===== config.mk =====
export PLATFORM = sky130hd
export DESIGN_NAME = rvu_fifo
export DESIGN_NICKNAME = d
export VERILOG_FILES = /design/src/hw/rtl/rvu_pkg.sv /design/src/hw/rtl/rvu_fifo.sv
export SDC_FILE = /design/constraint.sdc
export NUM_CORES = 1
export LEC_CHECK = 0
export ABC_AREA = 1
export BUFFER_PORTS_ARGS = -buffer_cell sky130_fd_sc_hd__clkbuf_2
export CORE_MARGIN = 4
export CORE_UTILIZATION = 35
export DETAILED_ROUTE_END_ITERATION = 16
export PLACE_DENSITY = 0.6
export SYNTH_ARGS = -nofsm -noshare
export SYNTH_HDL_FRONTEND = slang
export SYNTH_SLANG_ARGS = --single-unit

===== constraint.sdc =====
create_clock -name clk -period 10.1 [get_ports clk]
set_input_delay 2.02 -clock clk [delete_from_list [all_inputs] [get_ports clk]]
set_output_delay 2.02 -clock clk [all_outputs]
set_load 0.05 [all_outputs]

===== src/hw/rtl/rvu_pkg.sv =====
// shared types and constants of the relaxed vector update block
package rvu_pkg;

	localparam int NUM_COEFFS_DEF = 256;

	// configuration port
	localparam int CFG_DATA_W = 32;
	localparam int CFG_IDX_W  = 2;
	localparam logic [CFG_IDX_W-1:0] REG_RELAX_FACTOR = 2'd0;
	localparam logic [CFG_IDX_W-1:0] REG_CHANGE_TOL   = 2'd1;

	localparam int RELAX_W = 17;
	localparam logic [RELAX_W-1:0] RELAX_RESET = 17'd65536;
	localparam logic [31:0]        TOL_RESET   = 32'd66;

	// job queue between front and back
	localparam int QUEUE_DEPTH = 2;
	localparam int QUEUE_PTR_W = $clog2(QUEUE_DEPTH);

	typedef struct packed {
		logic signed [31:0] new_cos;
		logic signed [31:0] new_sin;
		logic               last;
	} item_t;

	typedef struct packed {
		logic signed [31:0] relaxed_cos;
		logic signed [31:0] relaxed_sin;
		logic               change_valid;
		logic [31:0]        relative_change;
		logic               change_infinite;
		logic               converged;
	} result_t;

	typedef struct packed {
		logic signed [31:0] rc;
		logic signed [31:0] rs;
		logic               last;
		logic               first;
		logic [63:0]        change_sum;
		logic [63:0]        norm_sum;
	} job_t;

endpackage


===== src/hw/rtl/rvu_fifo.sv =====
// two-entry job queue between the front and back parts
module rvu_fifo (
	input  logic          clk,
	input  logic          arst_n,
	input  logic          wr_en,
	input  rvu_pkg::job_t wr_data,
	output logic          full,
	input  logic          rd_en,
	output rvu_pkg::job_t rd_data,
	output logic          empty
);

	rvu_pkg::job_t                     mem_q [rvu_pkg::QUEUE_DEPTH];
	logic [rvu_pkg::QUEUE_PTR_W-1:0]   wr_ptr_q;
	logic [rvu_pkg::QUEUE_PTR_W-1:0]   rd_ptr_q;
	logic [rvu_pkg::QUEUE_PTR_W:0]     cnt_q;
	logic                              do_wr;
	logic                              do_rd;

	assign full    = (cnt_q == (rvu_pkg::QUEUE_PTR_W+1)'(rvu_pkg::QUEUE_DEPTH));
	assign empty   = (cnt_q == '0);
	assign do_wr   = wr_en && !full;
	assign do_rd   = rd_en && !empty;
	assign rd_data = mem_q[rd_ptr_q];

	always_ff @(posedge clk) begin
		if (do_wr) begin
			mem_q[wr_ptr_q] <= wr_data;
		end
	end

	always_ff @(posedge clk or negedge arst_n) begin
		if (!arst_n) begin
			wr_ptr_q <= '0;
			rd_ptr_q <= '0;
			cnt_q    <= '0;
		end else begin
			if (do_wr) begin
				wr_ptr_q <= wr_ptr_q + 1'b1;
			end
			if (do_rd) begin
				rd_ptr_q <= rd_ptr_q + 1'b1;
			end
			if (do_wr && !do_rd) begin
				cnt_q <= cnt_q + 1'b1;
			end else if (do_rd && !do_wr) begin
				cnt_q <= cnt_q - 1'b1;
			end
		end
	end

endmodule


==> metrics <==
outcome=complete, no violations; router iterations before antenna repair=4; most frequent cells in the layout=591 x nand2_1, 393 x clkbuf_2, 388 x edfxtp_1, 45 x clkbuf_16, 9 x clkbuf_1; Worst Setup Path Type=register to output pin; CTS Buffer Depth=3; CP max stage delay=0.84 ns; Post-Layout Cell Count=2007; initial antenna violation count=4; GR met3 Demand/Resource=0.0557; Cell Area, Synth=14400 sq um; period utilization=0.537; Synth Instances=1045; Tot Pwr=6.66 mW; H-Tree Depth=2; Final Skew=0.0141 ns; CP Capture Type=output pin; layout cells sized above 1=0.313; Syn Nets=1244; I/O pin count=394; Avg Cell Area, Syn=13.8 sq um; utilization after layout=0.444; worst-margin pin slew=1.07 ns; Die Wd=211 um; largest net degree at the start of global routing=138; WP data required=8.08 ns; cts hold-fix bufs=0; Root Buffer=clkbuf_16; Die ar.=44500 sq um; HP Start=wr_ptr_q; clock share of power=0.220; RSZ-0062 raised after global routing=no; CP arrival=3.40 ns; sequential area share after synthesis=0.816; GRT Max-Usage Layer=met2; Post-DP HPWL=21700 um; CP max FO=108; worst hold slack=0.501 ns; HP Class=register to register; post_cts resized=0; commonest non-fill, non-tap cell in the layout=nand2_1; grt met2 use=0.232; Sw Share=0.461; crit start category=register; total gr overflow=0; Highest Clock Rate=184 MHz; final setup vio count=0; Rows=74; P_leak=7.78 nW; Nets=1644; sequential cell fraction of total power=0.351; worst skew pair latency=0.54 ns; DRC viols=0; GRT Total Usage=0.143; Via Count=8929; crit-path cells=inv_6, buf_4, nand2_1, nand2_1, clkbuf_2; synthesis-stage register bit count=392; total negative slack=0 ns; CORE AREA=40700 sq um; vias in the first global route=8982; antenna viol nets, final=0; Final Hold Fails=0; net switching power=3.07 mW; total CTS buffers=42; Clock transition at path regs=0.06 ns; placed insts=1933; CTS sink count=392; Max-slew headroom=0.288; max-cap violation count=0; CTS tree=yes; post-CTS setup buffers=0; maximum vdd drop=0.232 mV; gp weighted congestion=0.790; 1st-iter DRT viols=505; CP dominant cell by count=nand2_1; Crit. Startpoint=rd_ptr_q; P&R area growth vs syn=25.7%; clock period minus worst slack=5.42 ns; WL/cell=16.4 um; power per cell area=368 nW/um^2; first-pass GRT wire length=49800 um; final wirelength=33000 um; DR vias/cell=4.45; M1 GR Usage=0.174; Max Slew Vio Count=0; Port Buffer Count=393; Worst R2R Start=cnt_q[1]; die height=211 um; Synth warnings=0; library cells used by synthesis=15; cell internal pwr=3.59 mW; Initial Util=0.354; CP max stage cell=buf_4; combinational share of power=0.429
==> synthesized netlist by cell type <==
cell type	n	area share
nor2_1	4	0.0010
ha_1	1	0.00087
dfrtp_1	4	0.0069
buf_4	8	0.0042
nand3_1	1	0.00035
edfxtp_1	388	0.81
inv_1	7	0.0018
inv_4	1	0.00043
o21ai_0	2	0.00069
buf_2	18	0.0063
nand2_1	591	0.15
buf_6	17	0.013
nand3b_1	1	0.00052
xnor2_1	1	0.00061
nand4_1	1	0.00043
==> metal layers <==
layer	share of wire	wire, um	vias up
li1	-	-	4336
met1	0.40	13200	4232
met2	0.48	15700	298
met3	0.095	3130	59
met4	0.027	889	4
met5	0.00094	31	-
==> layout make-up <==
cell class              instances  area (sq um)
clock inverters                16           136
multi-input cells             602          2290
flip-flops and latches        392         11800
fillers                      3733         22600
diodes                          2          5.00
well taps                     532           666
inverters                       8          42.5
clock buffers                  56          1190
repair buffers                399          2020
==> flip-flops by register name, summed over array words and instances, names as in the netlist <==
signal    flops
mem_q       388
cnt_q         2
rd_ptr_q      1
wr_ptr_q      1
==> power groups by stage <==
| stage | Clock, mW | Sequential (mW) | Combinational, mW |
|---|---|---|---|
| detailed placement | 0 | 2.38 | 2.90 |
| global placement | 0 | 2.37 | 2.89 |
| CTS | 1.51 | 2.34 | 2.90 |
| finish | 1.47 | 2.34 | 2.86 |
| floorplan | 0 | 2.38 | 2.26 |
| global route | 1.58 | 2.37 | 3.05 |
==> worst paths after layout <==
kind,to,slack [ns],depth (start not counted)
max,rd_data[128],4.68,5
min reg2reg,wr_ptr_q,0.50,2
min,wr_ptr_q,0.50,2
max reg2reg,mem_q[0][170],7.27,6
max in group asynchronous,rd_ptr_q,8.66,1
min in group asynchronous,cnt_q[1],1.28,1
==> per-stage QoR <==
step	setup slack, ns	instance area, sq um
6_report	4.68	18100
5_1_grt	4.33	18100
4_1_cts	4.45	18100
3_5_place_dp	5.07	16800
3_3_place_gp	5.11	16800
2_1_floorplan	2.45	14400
==> cell families after synthesis <==
kind of cell,share of synthesized area
xor gates and xnor gates,0.000608
DFF,0.816
and+or+nand+nor,0.156
AOI/OAI and AO/OA,0.000695
adders and majority gates,0.000868
buffers and inverters,0.0260
==> critical path: cells and delay by family (launching register included) <==
family	cells	cell delay, ns
buf+inv	3	1.78
flops	1	0.73
simple gates	2	0.23
Power figures use the tool's default switching activity.
