<file path="config.mk">
export PLATFORM = sky130hd
export DESIGN_NAME = rvu_back
export DESIGN_NICKNAME = d
export VERILOG_FILES = /design/src/hw/rtl/rvu_pkg.sv /design/src/hw/rtl/rvu_back.sv
export SDC_FILE = /design/constraint.sdc
export NUM_CORES = 2
export LEC_CHECK = 0
export ABC_CLOCK_PERIOD_IN_PS = 19850
export BUFFER_PORTS_ARGS = -buffer_cell sky130_fd_sc_hd__clkbuf_2
export CAP_MARGIN = 40
export CORE_ASPECT_RATIO = 0.9
export CORE_UTILIZATION = 60
export CTS_BUF_LIST = sky130_fd_sc_hd__clkbuf_8
export DETAILED_ROUTE_END_ITERATION = 10
export GPL_TIMING_DRIVEN = 0
export MAX_ROUTING_LAYER = met4
export PLACE_DENSITY = 0.8
export SYNTH_ARGS = -nofsm -noshare
export SYNTH_HDL_FRONTEND = slang
export SYNTH_SLANG_ARGS = --single-unit
</file>
<file path="constraint.sdc">
create_clock -name clk -period 19.85 [get_ports clk]
set_clock_uncertainty 0.1 [all_clocks]
set_input_delay 4.9625 -clock clk [delete_from_list [all_inputs] [get_ports clk]]
set_output_delay 4.9625 -clock clk [all_outputs]
set_load 0.02 [all_outputs]
</file>
<file path="src/hw/rtl/rvu_pkg.sv">
// shared types and constants of the relaxed vector update block
package rvu_pkg;

	localparam int NUM_COEFFS_DEF = 256;

	// configuration port
	localparam int CFG_DATA_W = 32;
	localparam int CFG_IDX_W  = 2;
	localparam logic [CFG_IDX_W-1:0] REG_RELAX_FACTOR = 2'd0;
	localparam logic [CFG_IDX_W-1:0] REG_CHANGE_TOL   = 2'd1;

	localparam int RELAX_W = 17;
	localparam logic [RELAX_W-1:0] RELAX_RESET = 17'd65536;
	localparam logic [31:0]        TOL_RESET   = 32'd66;

	// job queue between front and back
	localparam int QUEUE_DEPTH = 2;
	localparam int QUEUE_PTR_W = $clog2(QUEUE_DEPTH);

	typedef struct packed {
		logic signed [31:0] new_cos;
		logic signed [31:0] new_sin;
		logic               last;
	} item_t;

	typedef struct packed {
		logic signed [31:0] relaxed_cos;
		logic signed [31:0] relaxed_sin;
		logic               change_valid;
		logic [31:0]        relative_change;
		logic               change_infinite;
		logic               converged;
	} result_t;

	typedef struct packed {
		logic signed [31:0] rc;
		logic signed [31:0] rs;
		logic               last;
		logic               first;
		logic [63:0]        change_sum;
		logic [63:0]        norm_sum;
	} job_t;

endpackage

</file>
<file path="src/hw/rtl/rvu_back.sv">
// back part: roots, division and the result register
module rvu_back (
	input  logic             clk,
	input  logic             arst_n,
	input  logic             job_empty,
	input  rvu_pkg::job_t    job,
	output logic             job_pop,
	input  logic [31:0]      tolerance,
	output logic             empty,
	input  logic             pop,
	output rvu_pkg::result_t result
);

	typedef enum logic [3:0] {
		B_IDLE = 4'b0001,
		B_SQRT = 4'b0010,
		B_DIV  = 4'b0100,
		B_OUT  = 4'b1000
	} bstate_t;

	typedef struct packed {
		logic [63:0] x;
		logic [63:0] res;
	} sqrt_t;

	bstate_t             st_q;
	logic [5:0]          cnt_q;
	logic signed [31:0]  rc_q;
	logic signed [31:0]  rs_q;
	logic [63:0]         xc_q;
	logic [63:0]         xn_q;
	logic [63:0]         resc_q;
	logic [63:0]         resn_q;
	logic [63:0]         bit_q;
	logic [47:0]         num_q;
	logic [31:0]         den_q;
	logic [31:0]         rem_q;
	rvu_pkg::result_t    out_q;
	logic                out_valid_q;

	sqrt_t               sc_nx;
	sqrt_t               sn_nx;
	logic [32:0]         trial;
	logic                qbit;
	logic                out_free;
	logic                simple;
	logic [31:0]         rel;

	function automatic sqrt_t sqrt_step(input logic [63:0] x, input logic [63:0] res,
	                                   input logic [63:0] b);
		sqrt_t o;
		if (x >= res + b) begin
			o.x   = x - (res + b);
			o.res = (res >> 1) + b;
		end else begin
			o.x   = x;
			o.res = res >> 1;
		end
		sqrt_step = o;
	endfunction

	assign sc_nx    = sqrt_step(xc_q, resc_q, bit_q);
	assign sn_nx    = sqrt_step(xn_q, resn_q, bit_q);
	assign trial    = {rem_q, num_q[47]};
	assign qbit     = (trial >= {1'b0, den_q});
	assign out_free = !out_valid_q || pop;
	assign simple   = !job.last || job.first;
	assign rel      = (num_q[47:32] != 16'h0) ? '1 : num_q[31:0];
	assign empty    = !out_valid_q;
	assign result   = out_q;

	always_comb begin
		job_pop = 1'b0;
		if (st_q == B_IDLE && !job_empty) begin
			job_pop = simple ? out_free : 1'b1;
		end
	end

	always_ff @(posedge clk) begin
		unique case (st_q)
			B_IDLE: begin
				if (!job_empty && !simple) begin
					rc_q   <= job.rc;
					rs_q   <= job.rs;
					xc_q   <= job.change_sum;
					xn_q   <= job.norm_sum;
					resc_q <= '0;
					resn_q <= '0;
					bit_q  <= 64'h4000_0000_0000_0000;
				end
			end
			B_SQRT: begin
				xc_q   <= sc_nx.x;
				xn_q   <= sn_nx.x;
				resc_q <= sc_nx.res;
				resn_q <= sn_nx.res;
				bit_q  <= bit_q >> 2;
				if (cnt_q == 6'd31) begin
					num_q <= {sc_nx.res[31:0], 16'h0};
					den_q <= (sn_nx.res == '0) ? 32'd1 : sn_nx.res[31:0];
					rem_q <= '0;
				end
			end
			B_DIV: begin
				rem_q <= qbit ? 32'(trial - {1'b0, den_q}) : trial[31:0];
				num_q <= {num_q[46:0], qbit};
			end
			B_OUT: ;
			default: ;
		endcase
		if (job_pop && simple) begin
			out_q.relaxed_cos     <= job.rc;
			out_q.relaxed_sin     <= job.rs;
			out_q.change_valid    <= job.last;
			out_q.relative_change <= job.last ? '1 : '0;
			out_q.change_infinite <= job.last;
			out_q.converged       <= 1'b0;
		end else if (st_q == B_OUT && out_free) begin
			out_q.relaxed_cos     <= rc_q;
			out_q.relaxed_sin     <= rs_q;
			out_q.change_valid    <= 1'b1;
			out_q.relative_change <= rel;
			out_q.change_infinite <= 1'b0;
			out_q.converged       <= (rel <= tolerance);
		end
	end

	always_ff @(posedge clk or negedge arst_n) begin
		if (!arst_n) begin
			st_q        <= B_IDLE;
			cnt_q       <= '0;
			out_valid_q <= 1'b0;
		end else begin
			if ((job_pop && simple) || (st_q == B_OUT && out_free)) begin
				out_valid_q <= 1'b1;
			end else if (pop) begin
				out_valid_q <= 1'b0;
			end
			unique case (st_q)
				B_IDLE: begin
					if (!job_empty && !simple) begin
						st_q  <= B_SQRT;
						cnt_q <= '0;
					end
				end
				B_SQRT: begin
					if (cnt_q == 6'd31) begin
						st_q  <= B_DIV;
						cnt_q <= '0;
					end else begin
						cnt_q <= cnt_q + 1'b1;
					end
				end
				B_DIV: begin
					if (cnt_q == 6'd47) begin
						st_q  <= B_OUT;
						cnt_q <= '0;
					end else begin
						cnt_q <= cnt_q + 1'b1;
					end
				end
				B_OUT: begin
					if (out_free) begin
						st_q <= B_IDLE;
					end
				end
				default: st_q <= B_IDLE;
			endcase
		end
	end

endmodule

</file>
==> summary.md <==
| Metric | Value |
|---|---|
| Status | `finished clean` |
| Port Buf Inserts | `330` |
| Full die area | `69,500 um2` |
| Hold slack | `around 0.40 ns` |
| Syn_area_per_cell | `around 9.7 um2` |
| Period utilisation layout | `54.4%` |
| Rel. slew slack | `a little under 40%` |
| Rows | `90` |
| Pre-antenna DRT Iters | `5` |
| Unrepaired setup endpoints after global routing | `no` |
| Area grow syn2layout | `12.2%` |
| Fin crit period | `10.81 ns` |
| Slowest CP cell | `clkbuf_2` |
| Dpl cell area | `around 44,000 um2` |
| Post-DP HPWL | `~96,000 um` |
| Reg-to-Reg Start | `bit_q[2]` |
| GRT overflow | `0` |
| Initial antenna violation count | `7` |
| Root buffer cell | `clkbuf_8` |
| H-tree lvl count | `3` |
| DRT Wirelength | `125,000 um` |
| Clock buffer depth | `3` |
| EDFF count, synth | `562` |
| CORE AREA | `~67,000 um2` |
| Worst stage delay on the critical path | `about 0.21 ns` |
| Hold path cells | `1` |
| Wire per inst | `22.2 um` |
| Clk_lat worst skew | `between 0.7 and 0.8 ns` |
| Clk sinks | `574` |
| Via count | `35,800` |
| Syn Std Cell Area | `roughly 41,000 um2` |
| Antenna Nets Post-Route | `0` |
| Slew Viols, Final | `0` |
| Final TNS setup | `0 ns` |
| CP Max Fanout | `3` |
| Synth Warn # | `0` |
| Predominant post-synthesis flop cell | `edfxtp_1` |
| Vias per cell | `about 6.4` |
| Worst Setup Start Kind | `input port` |
| Reported max-cap violation count | `0` |
| Hold Fails Final Rpt | `0` |
| Vias in the first global route | `33,400` |
| Maximum number of pins on one net before global-route repair | `63` |
| DRC | `0` |
| GPL Wtd Cong | `~1` |
| Syn nets | `roughly 4,800` |
| CTS buffer count | `98` |
| Critical Path AT | `roughly 5.7 ns` |
| Drt first-iter violations | `3,981` |
| IO Count | `around 330` |
| CP Capture Type | `output port` |
| Nets | `approximately 5,200` |
| Setup violators final | `0` |
| CP required | `between 10 and 15 ns` |
| RR Endpoint | `den_q[0]` |
| Finished Cell Area | `46,100 um2` |
| Setup WS post-layout | `roughly 9.0 ns` |
| Cell repeated most along the worst path | `nor2_1` |
| Hold buffers post-CTS | `0` |
| Post-cts resize count | `0` |
| GRT Resource Usage Total | `36.2%` |
| Async SR Flop Fraction | `1.92%` |
| Leak Pwr | `18.8 nW` |
| CTS tree | `built` |
| Synth unique cells | `roughly 110` |
| Setup bufs post-CTS | `0` |
| Chip width | `278 um` |
| Fmax | `92.5 MHz` |
| Layout cells sized above 1 | `13.4%` |
| Die H | `around 250 um` |
| Peak supply drop | `0.0736 mV` |
| Initial Util | `about three fifths` |
| Hold Crit Start | `result[0]` |
| Mapped Cells | `~4,200` |
| Worst Reg-to-Reg Cells | `25` |
| FF-to-FF setup slack | `roughly 10 ns` |
| Slew @ Worst Pin | `around 0.91 ns` |
| Seq cells post-synth | `574` |
| Power Density | `approximately 130 nW/um2` |
| Hold crit path type | `reg2reg` |
| Clock-pin slew on the worst setup and hold paths | `roughly 0.06 ns` |
| Hold Path Sink | `result[0]` |
| Kind of critical path | `in2out` |
| Place WS | `approximately 9.1 ns` |
| First-pass GRT wire length | `190,000 um` |
| Cell Chain, Critical Path | `clkbuf_2 -> nand2b_1 -> nor2_1 -> nor2_1 -> nor2_1 -> clkbuf_2` |
| Sequential area share after synthesis | `41.8%` |
-- metal layers --
| layer | global-route usage, % | share of wire, % | wire, um | vias to the layer above |
|---|---|---|---|---|
| li1 | - | - | - | 16700 |
| met1 | 49.0 | 42 | 52600 | 17000 |
| met2 | 55.0 | 45 | 56200 | 1761 |
| met3 | 5.69 | 9.0 | 11300 | 315 |
| met4 | 13.6 | 3.9 | 4890 | 0 |
| met5 | - | 0 | 0 | - |
-- placed cells by master (no fill, tap or decap), types with 176 or more instances in the layout --
cell type and n:
a21oi_1 280, clkbuf_2 332, edfxtp_1 562, ha_1 325, inv_1 176, nand2_1 399
nor2_1 352, o21ai_0 273, xnor2_1 183, xor2_1 198
-- how the worst max path moves through the flow --
stage,startpoint,end,slack [ns]
floorplan,job[128],job_pop,9.20
global placement,bit_q[2],xc_q[56],5.50
detailed placement,job[128],job_pop,9.06
CTS,job[128],job_pop,9.06
global route,job[128],job_pop,8.96
finish,job[128],job_pop,9.04
-- report_power, final --
part	internal, W	leakage, nW	switching (W)
Clock	0.000497	1.07	0.000526
Sequential	0.00159	5.49	0.000163
Combinational	0.00112	12.2	0.00196
Total	0.00320	18.8	0.00265
-- registers in the layout, indices dropped and copies added, names as in the netlist --
register	cells
result	99
resc_q	64
resn_q	64
xc_q	64
xn_q	64
num_q	48
bit_q	32
den_q	32
rc_q	32
rem_q	32
rs_q	32
cnt_q	6
st_q	4
out_valid_q	1
-- cells in the mapped netlist (60+ instances only) --
cell / instances / share of area, %
a22o_1: 101 / 2.2
o21ai_0: 275 / 3.3
xor2_1: 198 / 4.2
a31oi_1: 112 / 1.7
xnor2_1: 183 / 3.9
nand2_1: 401 / 3.7
nor2b_1: 65 / 0.99
nor2_1: 353 / 3.2
o21bai_1: 63 / 1.2
nand3_1: 60 / 0.73
o31ai_1: 66 / 1.2
edfxtp_1: 562 / 41
and2_1: 91 / 1.4
clkbuf_1: 136 / 1.2
a21o_1: 123 / 2.2
ha_1: 325 / 9.9
a21oi_1: 280 / 3.4
inv_1: 140 / 1.3
nand4_1: 84 / 1.3
-- area by class of cell --
type | instances | area (um2)
Antenna cell | 2 | 5.00
Buffer | 175 | 707
Clock buffer | 99 | 1360
Clock inverter | 81 | 443
Fill cell | 5316 | 21200
Inverter | 141 | 532
Multi-Input combinational cell | 3338 | 22700
Sequential cell | 574 | 17200
Tap cell | 874 | 1090
Timing Repair Buffer | 352 | 2050
-- through the flow --
stage | total power [W] | util (%) | instances
finish | 0.00585 | 68.5 | 5636
global route | 0.00618 | 68.5 | 5636
CTS | 0.00579 | 68.4 | 5633
detailed placement | 0.00476 | 65.7 | 5453
global placement | 0.00474 | 65.1 | 5432
floorplan | 0.00390 | - | 4228
-- worst max-delay path: cells and delay by family --
family                 cells  cell delay (ns)
buffers and inverters      2             0.28
AND/OR/NAND/NOR            4             0.49
-- cell families (layout without fill, tap and decap cells) --
group           after synthesis  after routing  share of synthesized area, %
xor+xnor                    382            382                          8.16
simple gates               1297           1297                          15.1
buf+inv                     316            848                          3.01
flops                       574            574                          41.8
other cells                   0              2                             0
mux                          37             37                         0.901
fa+ha+maj                   328            328                          10.0
compound gates             1294           1294                          21.0
Note: power is estimated with default switching activity, not from simulation.
